<file path="config.mk">
export PLATFORM = sky130hd
export DESIGN_NAME = cbse_ctrl
export DESIGN_NICKNAME = d
export VERILOG_FILES = /design/src/hdl/cbse_pkg.sv /design/src/hdl/cbse_ctrl.sv
export SDC_FILE = /design/constraint.sdc
export NUM_CORES = 1
export LEC_CHECK = 0
export BUFFER_PORTS_ARGS = -buffer_cell sky130_fd_sc_hd__buf_2
export CAP_MARGIN = 20
export CORE_AREA = 2 2 67 69
export CTS_BUF_LIST = sky130_fd_sc_hd__clkbuf_8 sky130_fd_sc_hd__clkbuf_16
export CTS_CLUSTER_DIAMETER = 30
export DETAILED_ROUTE_END_ITERATION = 8
export DIE_AREA = 0 0 69 71
export GPL_ROUTABILITY_DRIVEN = 0
export GPL_TIMING_DRIVEN = 0
export MAX_ROUTING_LAYER = met4
export PLACE_DENSITY = 0.56
export SYNTH_ARGS = -nofsm -noshare
export SYNTH_HDL_FRONTEND = slang
export SYNTH_SLANG_ARGS = --single-unit
</file>
<file path="constraint.sdc">
create_clock -name clk -period 3.53 [get_ports clk]
set_clock_uncertainty 0.1 [all_clocks]
set_input_delay 0.353 -clock clk [delete_from_list [all_inputs] [get_ports clk]]
set_output_delay 0.353 -clock clk [all_outputs]
set_load 0.005 [all_outputs]
</file>
<file path="src/hdl/cbse_pkg.sv">
// Shared types and constants for the cubic Bezier spline evaluator.
`timescale 1ns / 1ps
package cbse_pkg;
	localparam int CNT_W = 5;
	localparam logic [16:0] U_ONE = 17'h10000;

	localparam logic [CNT_W-1:0] READ_LAST = CNT_W'(3);
	localparam logic [CNT_W-1:0] WGT_LAST  = CNT_W'(7);
	localparam logic [CNT_W-1:0] ACC_LAST  = CNT_W'(12);
	localparam logic [CNT_W-1:0] SQ_LAST   = CNT_W'(3);
	localparam logic [CNT_W-1:0] SQRT_LAST = CNT_W'(31);
	localparam logic [CNT_W-1:0] DIV_LAST  = CNT_W'(16);

	typedef enum logic [1:0] {OP_CLEAR, OP_APPEND, OP_POINT, OP_DIR} op_t;
	typedef enum logic [1:0] {ST_OK, ST_BADCNT, ST_FULL, ST_ZERO} status_t;

	typedef enum logic [3:0] {
		S_IDLE, S_DECODE, S_SEGSET, S_READ, S_WGT, S_ACC, S_FINPT, S_ABS,
		S_NORM, S_SQ, S_SQRT_INIT, S_SQRT, S_DIV_INIT, S_DIV, S_DIV_FIN, S_DONE
	} state_t;

	typedef enum logic [4:0] {
		DP_NONE, DP_CAPTURE, DP_WRITE, DP_SEG, DP_SEGSET, DP_READ, DP_WGT, DP_ACC,
		DP_FINPT, DP_ABS, DP_NORM, DP_SQ, DP_SQRT_INIT, DP_SQRT, DP_DIV_INIT,
		DP_DIV, DP_DIV_FIN, DP_OUT
	} dp_op_t;

	typedef struct packed {
		dp_op_t            op;
		logic [CNT_W-1:0]  cnt;
		logic [1:0]        comp;
		status_t           st;
	} dp_cmd_t;

	typedef struct packed {
		op_t  op;
		logic full;
		logic count_ok;
		logic zero_tan;
		logic norm_done;
	} dp_stat_t;
endpackage

</file>
<file path="src/hdl/cbse_ctrl.sv">
// Sequencer for the spline evaluator: steps the datapath through each operation.
`timescale 1ns / 1ps
module cbse_ctrl (
	input  logic               clk,
	input  logic               arst_n,
	input  logic               in_valid,
	output logic               in_ready,
	output logic               out_valid,
	input  logic               out_ready,
	output cbse_pkg::dp_cmd_t  cmd,
	input  cbse_pkg::dp_stat_t stat
);
	cbse_pkg::state_t              state_q, state_d;
	logic [cbse_pkg::CNT_W-1:0]    cnt_q, cnt_d;
	logic [1:0]                    comp_q, comp_d;
	cbse_pkg::status_t             st_q, st_d;
	logic                          out_valid_q;
	logic                          load_out;

	// state and counters
	always_ff @(posedge clk or negedge arst_n) begin
		if (!arst_n) begin
			state_q     <= cbse_pkg::S_IDLE;
			cnt_q       <= '0;
			comp_q      <= '0;
			st_q        <= cbse_pkg::ST_OK;
			out_valid_q <= 1'b0;
		end else begin
			state_q <= state_d;
			cnt_q   <= cnt_d;
			comp_q  <= comp_d;
			st_q    <= st_d;
			if (load_out) begin
				out_valid_q <= 1'b1;
			end else if (out_ready) begin
				out_valid_q <= 1'b0;
			end
		end
	end

	assign out_valid = out_valid_q;

	// next state and datapath commands
	always_comb begin
		state_d  = state_q;
		cnt_d    = cnt_q;
		comp_d   = comp_q;
		st_d     = st_q;
		in_ready = 1'b0;
		load_out = 1'b0;
		cmd.op   = cbse_pkg::DP_NONE;
		cmd.cnt  = cnt_q;
		cmd.comp = comp_q;
		cmd.st   = st_q;
		unique case (state_q)
			cbse_pkg::S_IDLE: begin
				in_ready = 1'b1;
				if (in_valid) begin
					cmd.op  = cbse_pkg::DP_CAPTURE;
					state_d = cbse_pkg::S_DECODE;
				end
			end
			cbse_pkg::S_DECODE: begin
				if (stat.op == cbse_pkg::OP_CLEAR || stat.op == cbse_pkg::OP_APPEND) begin
					cmd.op  = cbse_pkg::DP_WRITE;
					st_d    = (stat.op == cbse_pkg::OP_APPEND && stat.full) ?
					          cbse_pkg::ST_FULL : cbse_pkg::ST_OK;
					state_d = cbse_pkg::S_DONE;
				end else if (!stat.count_ok) begin
					st_d    = cbse_pkg::ST_BADCNT;
					state_d = cbse_pkg::S_DONE;
				end else begin
					cmd.op  = cbse_pkg::DP_SEG;
					st_d    = cbse_pkg::ST_OK;
					state_d = cbse_pkg::S_SEGSET;
				end
			end
			cbse_pkg::S_SEGSET: begin
				cmd.op  = cbse_pkg::DP_SEGSET;
				cnt_d   = '0;
				state_d = cbse_pkg::S_READ;
			end
			cbse_pkg::S_READ: begin
				cmd.op = cbse_pkg::DP_READ;
				if (cnt_q == cbse_pkg::READ_LAST) begin
					cnt_d   = '0;
					state_d = cbse_pkg::S_WGT;
				end else begin
					cnt_d = cnt_q + 1'b1;
				end
			end
			cbse_pkg::S_WGT: begin
				cmd.op = cbse_pkg::DP_WGT;
				if (cnt_q == cbse_pkg::WGT_LAST) begin
					cnt_d   = '0;
					state_d = cbse_pkg::S_ACC;
				end else begin
					cnt_d = cnt_q + 1'b1;
				end
			end
			cbse_pkg::S_ACC: begin
				cmd.op = cbse_pkg::DP_ACC;
				if (cnt_q == cbse_pkg::ACC_LAST) begin
					cnt_d   = '0;
					state_d = (stat.op == cbse_pkg::OP_POINT) ?
					          cbse_pkg::S_FINPT : cbse_pkg::S_ABS;
				end else begin
					cnt_d = cnt_q + 1'b1;
				end
			end
			cbse_pkg::S_FINPT: begin
				cmd.op  = cbse_pkg::DP_FINPT;
				state_d = cbse_pkg::S_DONE;
			end
			cbse_pkg::S_ABS: begin
				cmd.op  = cbse_pkg::DP_ABS;
				state_d = cbse_pkg::S_NORM;
			end
			cbse_pkg::S_NORM: begin
				if (stat.zero_tan) begin
					st_d    = cbse_pkg::ST_ZERO;
					state_d = cbse_pkg::S_DONE;
				end else if (stat.norm_done) begin
					cnt_d   = '0;
					state_d = cbse_pkg::S_SQ;
				end else begin
					cmd.op = cbse_pkg::DP_NORM;
				end
			end
			cbse_pkg::S_SQ: begin
				cmd.op = cbse_pkg::DP_SQ;
				if (cnt_q == cbse_pkg::SQ_LAST) begin
					cnt_d   = '0;
					state_d = cbse_pkg::S_SQRT_INIT;
				end else begin
					cnt_d = cnt_q + 1'b1;
				end
			end
			cbse_pkg::S_SQRT_INIT: begin
				cmd.op  = cbse_pkg::DP_SQRT_INIT;
				cnt_d   = '0;
				state_d = cbse_pkg::S_SQRT;
			end
			cbse_pkg::S_SQRT: begin
				cmd.op = cbse_pkg::DP_SQRT;
				if (cnt_q == cbse_pkg::SQRT_LAST) begin
					cnt_d   = '0;
					comp_d  = '0;
					state_d = cbse_pkg::S_DIV_INIT;
				end else begin
					cnt_d = cnt_q + 1'b1;
				end
			end
			cbse_pkg::S_DIV_INIT: begin
				cmd.op  = cbse_pkg::DP_DIV_INIT;
				cnt_d   = '0;
				state_d = cbse_pkg::S_DIV;
			end
			cbse_pkg::S_DIV: begin
				cmd.op = cbse_pkg::DP_DIV;
				if (cnt_q == cbse_pkg::DIV_LAST) begin
					cnt_d   = '0;
					state_d = cbse_pkg::S_DIV_FIN;
				end else begin
					cnt_d = cnt_q + 1'b1;
				end
			end
			cbse_pkg::S_DIV_FIN: begin
				cmd.op = cbse_pkg::DP_DIV_FIN;
				if (comp_q == 2'd2) begin
					state_d = cbse_pkg::S_DONE;
				end else begin
					comp_d  = comp_q + 1'b1;
					state_d = cbse_pkg::S_DIV_INIT;
				end
			end
			cbse_pkg::S_DONE: begin
				// wait for the output register to be free
				if (!out_valid_q || out_ready) begin
					cmd.op   = cbse_pkg::DP_OUT;
					load_out = 1'b1;
					state_d  = cbse_pkg::S_IDLE;
				end
			end
			default: state_d = cbse_pkg::S_IDLE;
		endcase
	end
endmodule

</file>
==> impl_metrics.yaml, run 1 <==
cells_and_area:
  utilization: 0.349
  area_delta_synth_final_pct: 21.1
  layout-drive-gt1-share: 0.287
  nets: 189
  antenna_cells: 0
  fin_cells: 226
  num-fill-cells: 469
clock_tree:
  clock_latency_ns: 0.25
  htree_levels: 1
  clock_path_buffers: 2
  cts-root-buf: "clkbuf_8"
  cts_tree: "built"
  numCtsBuffers: 3
  cts_sinks: 14
  cts.clk_slew.worst_paths_ns: 0.06
  postCtsSetupBuffers: 0
floorplanning:
  die_h_um: 71
  start_util: 0.288
  placeableCoreArea_mm2: 0.00420
  die_w_um: 69
  core.rowCount: 24
  dieArea_mm2: 0.00490
  pin_count: 26
sta:
  tightestPinTransition_ns: 0.496
  fin_tns_setup_ns: 0
  slew-limit-headroom: 0.669
  finalCriticalPeriod_ns: 2.28
  setup_slack_ns: 1.25
  slew_viol_final: 0
  setup_viol: 0
  fmax_ghz: 0.438
  rsz0062_at_grt: "false"
  hold_viol_final: 0
  fin_crit_sh: 0.647
route:
  viasPerCell: 5.19
  drt-pass1-iter-count: 4
  drc: 0
  drt.antenna.violating_nets: 0
  vias: 1172
  finalWirelength_mm: 3.10
  wl_per_cell_um: 13.7
  initialDrtViolationCount: 30
pwr:
  power_density_mw_per_mm2: 930
  p_leak_nw: 0.664
  peakVddDrop_mv: 0.431
logic_synthesis:
  synth_area_leaders: "dfrtp_1, a21oi_1, nor2_1"
  synth_seq_cells: 14
  ys_warn_count: 0
  synthArstFlopShare: 1.00
  seq_area_frac_synth: 0.289
  synth_largest_area_cell: "dfrtp_1"
  yosysMostFrequentCell: "a21oi_1"
  synth_nets: 158
  yosysUniqueCellTypes: 52
  synth_flop_cell: "dfrtp_1"
  netlist_area_mm2: 0.00121
  synth_edf_count: 0
  avgSynthCellArea_um2: 8.41
  syn_inst: 144
  synth_top_area_share: 0.289
  synthTopCellsByCount: "a21oi_1, dfrtp_1, nor2_1, nand2_1, inv_1"
job:
  maxCapViolCount: 0
place:
  dp_cells: 221
  hpwl_mm: 2.35
  io_buffers: 25
  pre_cts_slack_ns: 1.45
global_route:
  grt_pass1_wl_mm: 5.10
  antenna_found_initial: 0
  track_usage: 0.131
  overflow: 0
  grt_max_degree: 15
  grt_pass1_vias: 1027
setup_path:
  path_buf_inv: 3
  cp_slowest_cell: "dfrtp_1"
  cp_top_family: "buffers and inverters"
  cp-start-kind: "register"
  end_kind: "output port"
  cp.required_ns: 3.08
  arrival_ns: 1.83
  path_cells: "buf_4 > buf_2 > nand2_1 > nor3_1 > a21oi_1 > a21oi_1 > buf_2"
  crit_fanout: 10
  slowest_delay_ns: 0.39
  path_class: "register to output port"
run_status:
  status: "complete, no violations"
min_path:
  hp-class: "input pin to register"
power breakdown:
part	leakage, nW	switching (mW)	internal [mW]
clock	0.0288	0.0613	0.0990
combinational	0.461	0.539	0.389
sequential	0.174	0.0506	0.224
total	0.664	0.651	0.712
what timing repair did:
| action | in CTS | in global routing |
|---|---|---|
| hold buffers | 1 | 0 |
| gates resized for setup | 0 | 0 |
| endpoints found under the hold margin | 14 | 0 |
worst register-to-register path, delay by kind of cell (launching register included):
kind	cells	cell delay, ns
adder cells (fa/ha/maj)	2	0.48
AND/OR/NAND/NOR	4	0.76
AO/OA/AOI/OAI	1	0.25
flip-flops	1	0.42
cell usage in the layout (no fill, tap or decap), drive strengths merged, types with 2 or more instances in the layout:
master and n:
buf 34, a21oi 17, nor2 14, dfrtp 14, nand2 11, inv 10, nor3 6, o21ai 6
nand2b 5, clkbuf 5, ha 4, o22ai 3, mux2i 3, nor4 3, nor2b 2, nor4b 2
nand4b 2, or3 2, nand4 2, o21a 2, mux2 2, and3 2, a31oi 2
cell type report:
type,count,area [µm²],share of cell area
buffer,10,57.6,0.0392
clock buffer,4,55.1,0.0375
inverter,10,37.5,0.0256
multi-input combinational,110,766,0.522
sequential,14,350,0.239
tap,52,65.1,0.0444
timing repair buffer,26,135,0.0922
flip-flops by register name (all words and copies together) (netlist names):
register,flops
state_q,4
cnt_q,5
out_valid,1
st_q,2
comp_q,2
through the flow:
stage               hold slack, ns  area (µm²)  power (mW)
floorplan                  -0.0426        1210       0.965
global placement             0.188        1400        1.21
detailed placement           0.191        1400        1.21
CTS                          0.294        1470        1.38
global route                 0.316        1470        1.49
finish                       0.298        1470        1.36
worst paths after layout:
| path | from | to | slack [ns] | depth (start not counted) |
|---|---|---|---|---|
| max | state_q[3] | cmd[9] | 1.25 | 7 |
| max in group asynchronous | arst_n | out_valid | 2.61 | 2 |
| min reg2reg | st_q[1] | st_q[1] | 0.40 | 1 |
| min | out_ready | out_valid | 0.30 | 3 |
| max reg2reg | cnt_q[0] | cnt_q[2] | 1.41 | 7 |
| min in group asynchronous | arst_n | st_q[1] | 0.44 | 2 |
kinds of logic after synthesis:
| logic type | count (synthesis) | share of synthesized area |
|---|---|---|
| flops | 14 | 0.289 |
| simple gates | 58 | 0.284 |
| mux | 5 | 0.0434 |
| xor+xnor | 2 | 0.0145 |
| buf+inv | 20 | 0.0785 |
| compound gates | 41 | 0.249 |
| fa+ha+maj | 4 | 0.0413 |
routing by layer:
metal | GRT usage | share of wire | vias up
met5 | - | 0 | -
met4 | 0.0327 | 0.0045 | 0
met3 | 0.0356 | 0.050 | 2
met2 | 0.176 | 0.44 | 32
met1 | 0.193 | 0.50 | 550
li1 | - | - | 588
(Power assumes the default switching activity.)
==> run 2: changes to the inputs <==
- PLACE_DENSITY: 0.56 -> 0.58
- clock period: 3.53 -> 2 ns (I/O delays scaled with it)
==> run 2 against run 1 <==
- worst setup slack got worse by 1.2 ns
- sequential share of layout area fell by 2.1 points
- core utilization grew 3.3 points
- combinational power rose by 110%
- cell count grew 2.7%
- highest routed layer unchanged
- non-clock buffer count is 6 higher
- via count grew 5.1%
- register-to-register slack worse by 1.3 ns
- sequential power up 73%
- global-route usage is 0.98 points higher
==> impl_metrics.yaml, run 2 (synthesis results as in run 1) <==
run_status:
  status: "complete, no violations"
place:
  placed_area_mm2: 0.00140
  pre_cts_slack_ns: -0.0691
  hpwl_mm: 2.34
  io_buffers: 25
  dp_cells: 221
sta:
  timing.hold.ws_ns: 0.135
  setup_viol: 0
  setup_slack_ns: 0.0588
  fmax_ghz: 0.515
  hold_viol_final: 0
  rsz0062_at_grt: "true"
  finalCriticalPeriod_ns: 1.94
  slew-limit-headroom: 0.717
  tightestPinTransition_ns: 0.423
  fin_crit_sh: 0.971
  slew_viol_final: 0
  fin_tns_setup_ns: 0
setup_path:
  path_class: "register to output port"
  arrival_ns: 1.64
  cp-start-kind: "register"
  slowest_delay_ns: 0.42
  cp.required_ns: 1.70
  crit_fanout: 10
  cp_slowest_cell: "dfrtp_1"
  end_kind: "output port"
  path_cells: "buf_6 > nor4b_4 > nand2_2 > a21oi_2 > a21oi_1 > buf_2"
cells_and_area:
  final_cell_mix: "buf_2, a21oi_1, dfrtp_1"
  reg_top3: "cnt_q (5), state_q (4)"
  fin_cells: 232
  num-fill-cells: 459
  nets: 195
  layout-drive-gt1-share: 0.394
  mostFrequentLayoutCell: "buf_2"
  top_register: "cnt_q"
  largest_reg_flops: 5
  multi_input_area_um2: 832
  area_delta_synth_final_pct: 32.5
  antenna_cells: 0
  register_area_um2: 350
  design_area_mm2: 0.00161
  utilization: 0.382
route:
  drt.antenna.violating_nets: 0
  vias: 1232
  initialDrtViolationCount: 66
  drt-pass1-iter-count: 4
  wl_per_cell_um: 14.1
  viasPerCell: 5.31
  finalWirelength_mm: 3.28
  drc: 0
floorplanning:
  pin_count: 26
  dieArea_mm2: 0.00490
  start_util: 0.288
  placeableCoreArea_mm2: 0.00420
  core.rowCount: 24
  die_h_um: 71
  die_w_um: 69
min_path:
  hp-class: "input pin to register"
global_route:
  grt_max_degree: 15
  track_usage: 0.141
  grt_pass1_vias: 1146
  grt_pass1_wl_mm: 5.49
  overflow: 0
  antenna_found_initial: 0
clock_tree:
  clock_latency_ns: 0.25
  cts_tree: "built"
  numCtsBuffers: 3
  cts.clk_slew.worst_paths_ns: 0.07
  cts-root-buf: "clkbuf_8"
  htree_levels: 1
  cts_sinks: 14
  clock_path_buffers: 2
pwr:
  peakVddDrop_mv: 0.535
  p_leak_nw: 0.714
  power_density_mw_per_mm2: 1670
  report.power.total_mw: 2.69
job:
  maxCapViolCount: 0
==> run 2: worst paths after layout <==
path,start,end,slack (ns),depth (start not counted)
max reg2reg,cnt_q[0],cnt_q[1],0.09,8
max,state_q[2],cmd[9],0.06,6
min,out_ready,out_valid,0.13,3
min reg2reg,st_q[1],st_q[1],0.39,1
max in group asynchronous,arst_n,cnt_q[1],1.24,2
min in group asynchronous,arst_n,comp_q[0],0.29,2
==> run 2: report_power, final <==
part           internal (mW)  total (mW)  switching, mW
clock network          0.175       0.297          0.122
registers              0.396       0.475         0.0798
logic                  0.849        1.91           1.07
==> run 2: routing by layer <==
layer	part of all wire	global-route usage	wire, µm
met1	0.44	0.182	1450
met2	0.50	0.223	1640
met3	0.048	0.0328	158
met4	0.011	0.0392	36
met5	0	-	0
==> run 2: timing repair <==
action | in CTS | in global routing
hold endpoints to repair | 14 | 0
pin swaps | 2 | 3
buffers inserted | 3 | 3
endpoints found under the setup margin | 6 | 12
resized for setup | 9 | 20
hold buffers | 1 | 0
==> run 2: layout make-up <==
cell class                 count  share of cell area
timing repair buffer          32               0.112
tap                           52              0.0405
sequential                    14               0.218
buffer                        10              0.0514
multi-input combinational    110               0.518
clock buffer                   4              0.0343
inverter                      10              0.0249
==> run 2: worst max-delay path, delay by kind of cell, from the launching register on <==
family	cells	cell delay (ns)
AO/OA/AOI/OAI	2	0.20
flip-flops	1	0.42
AND/OR/NAND/NOR	2	0.48
buffers and inverters	2	0.29
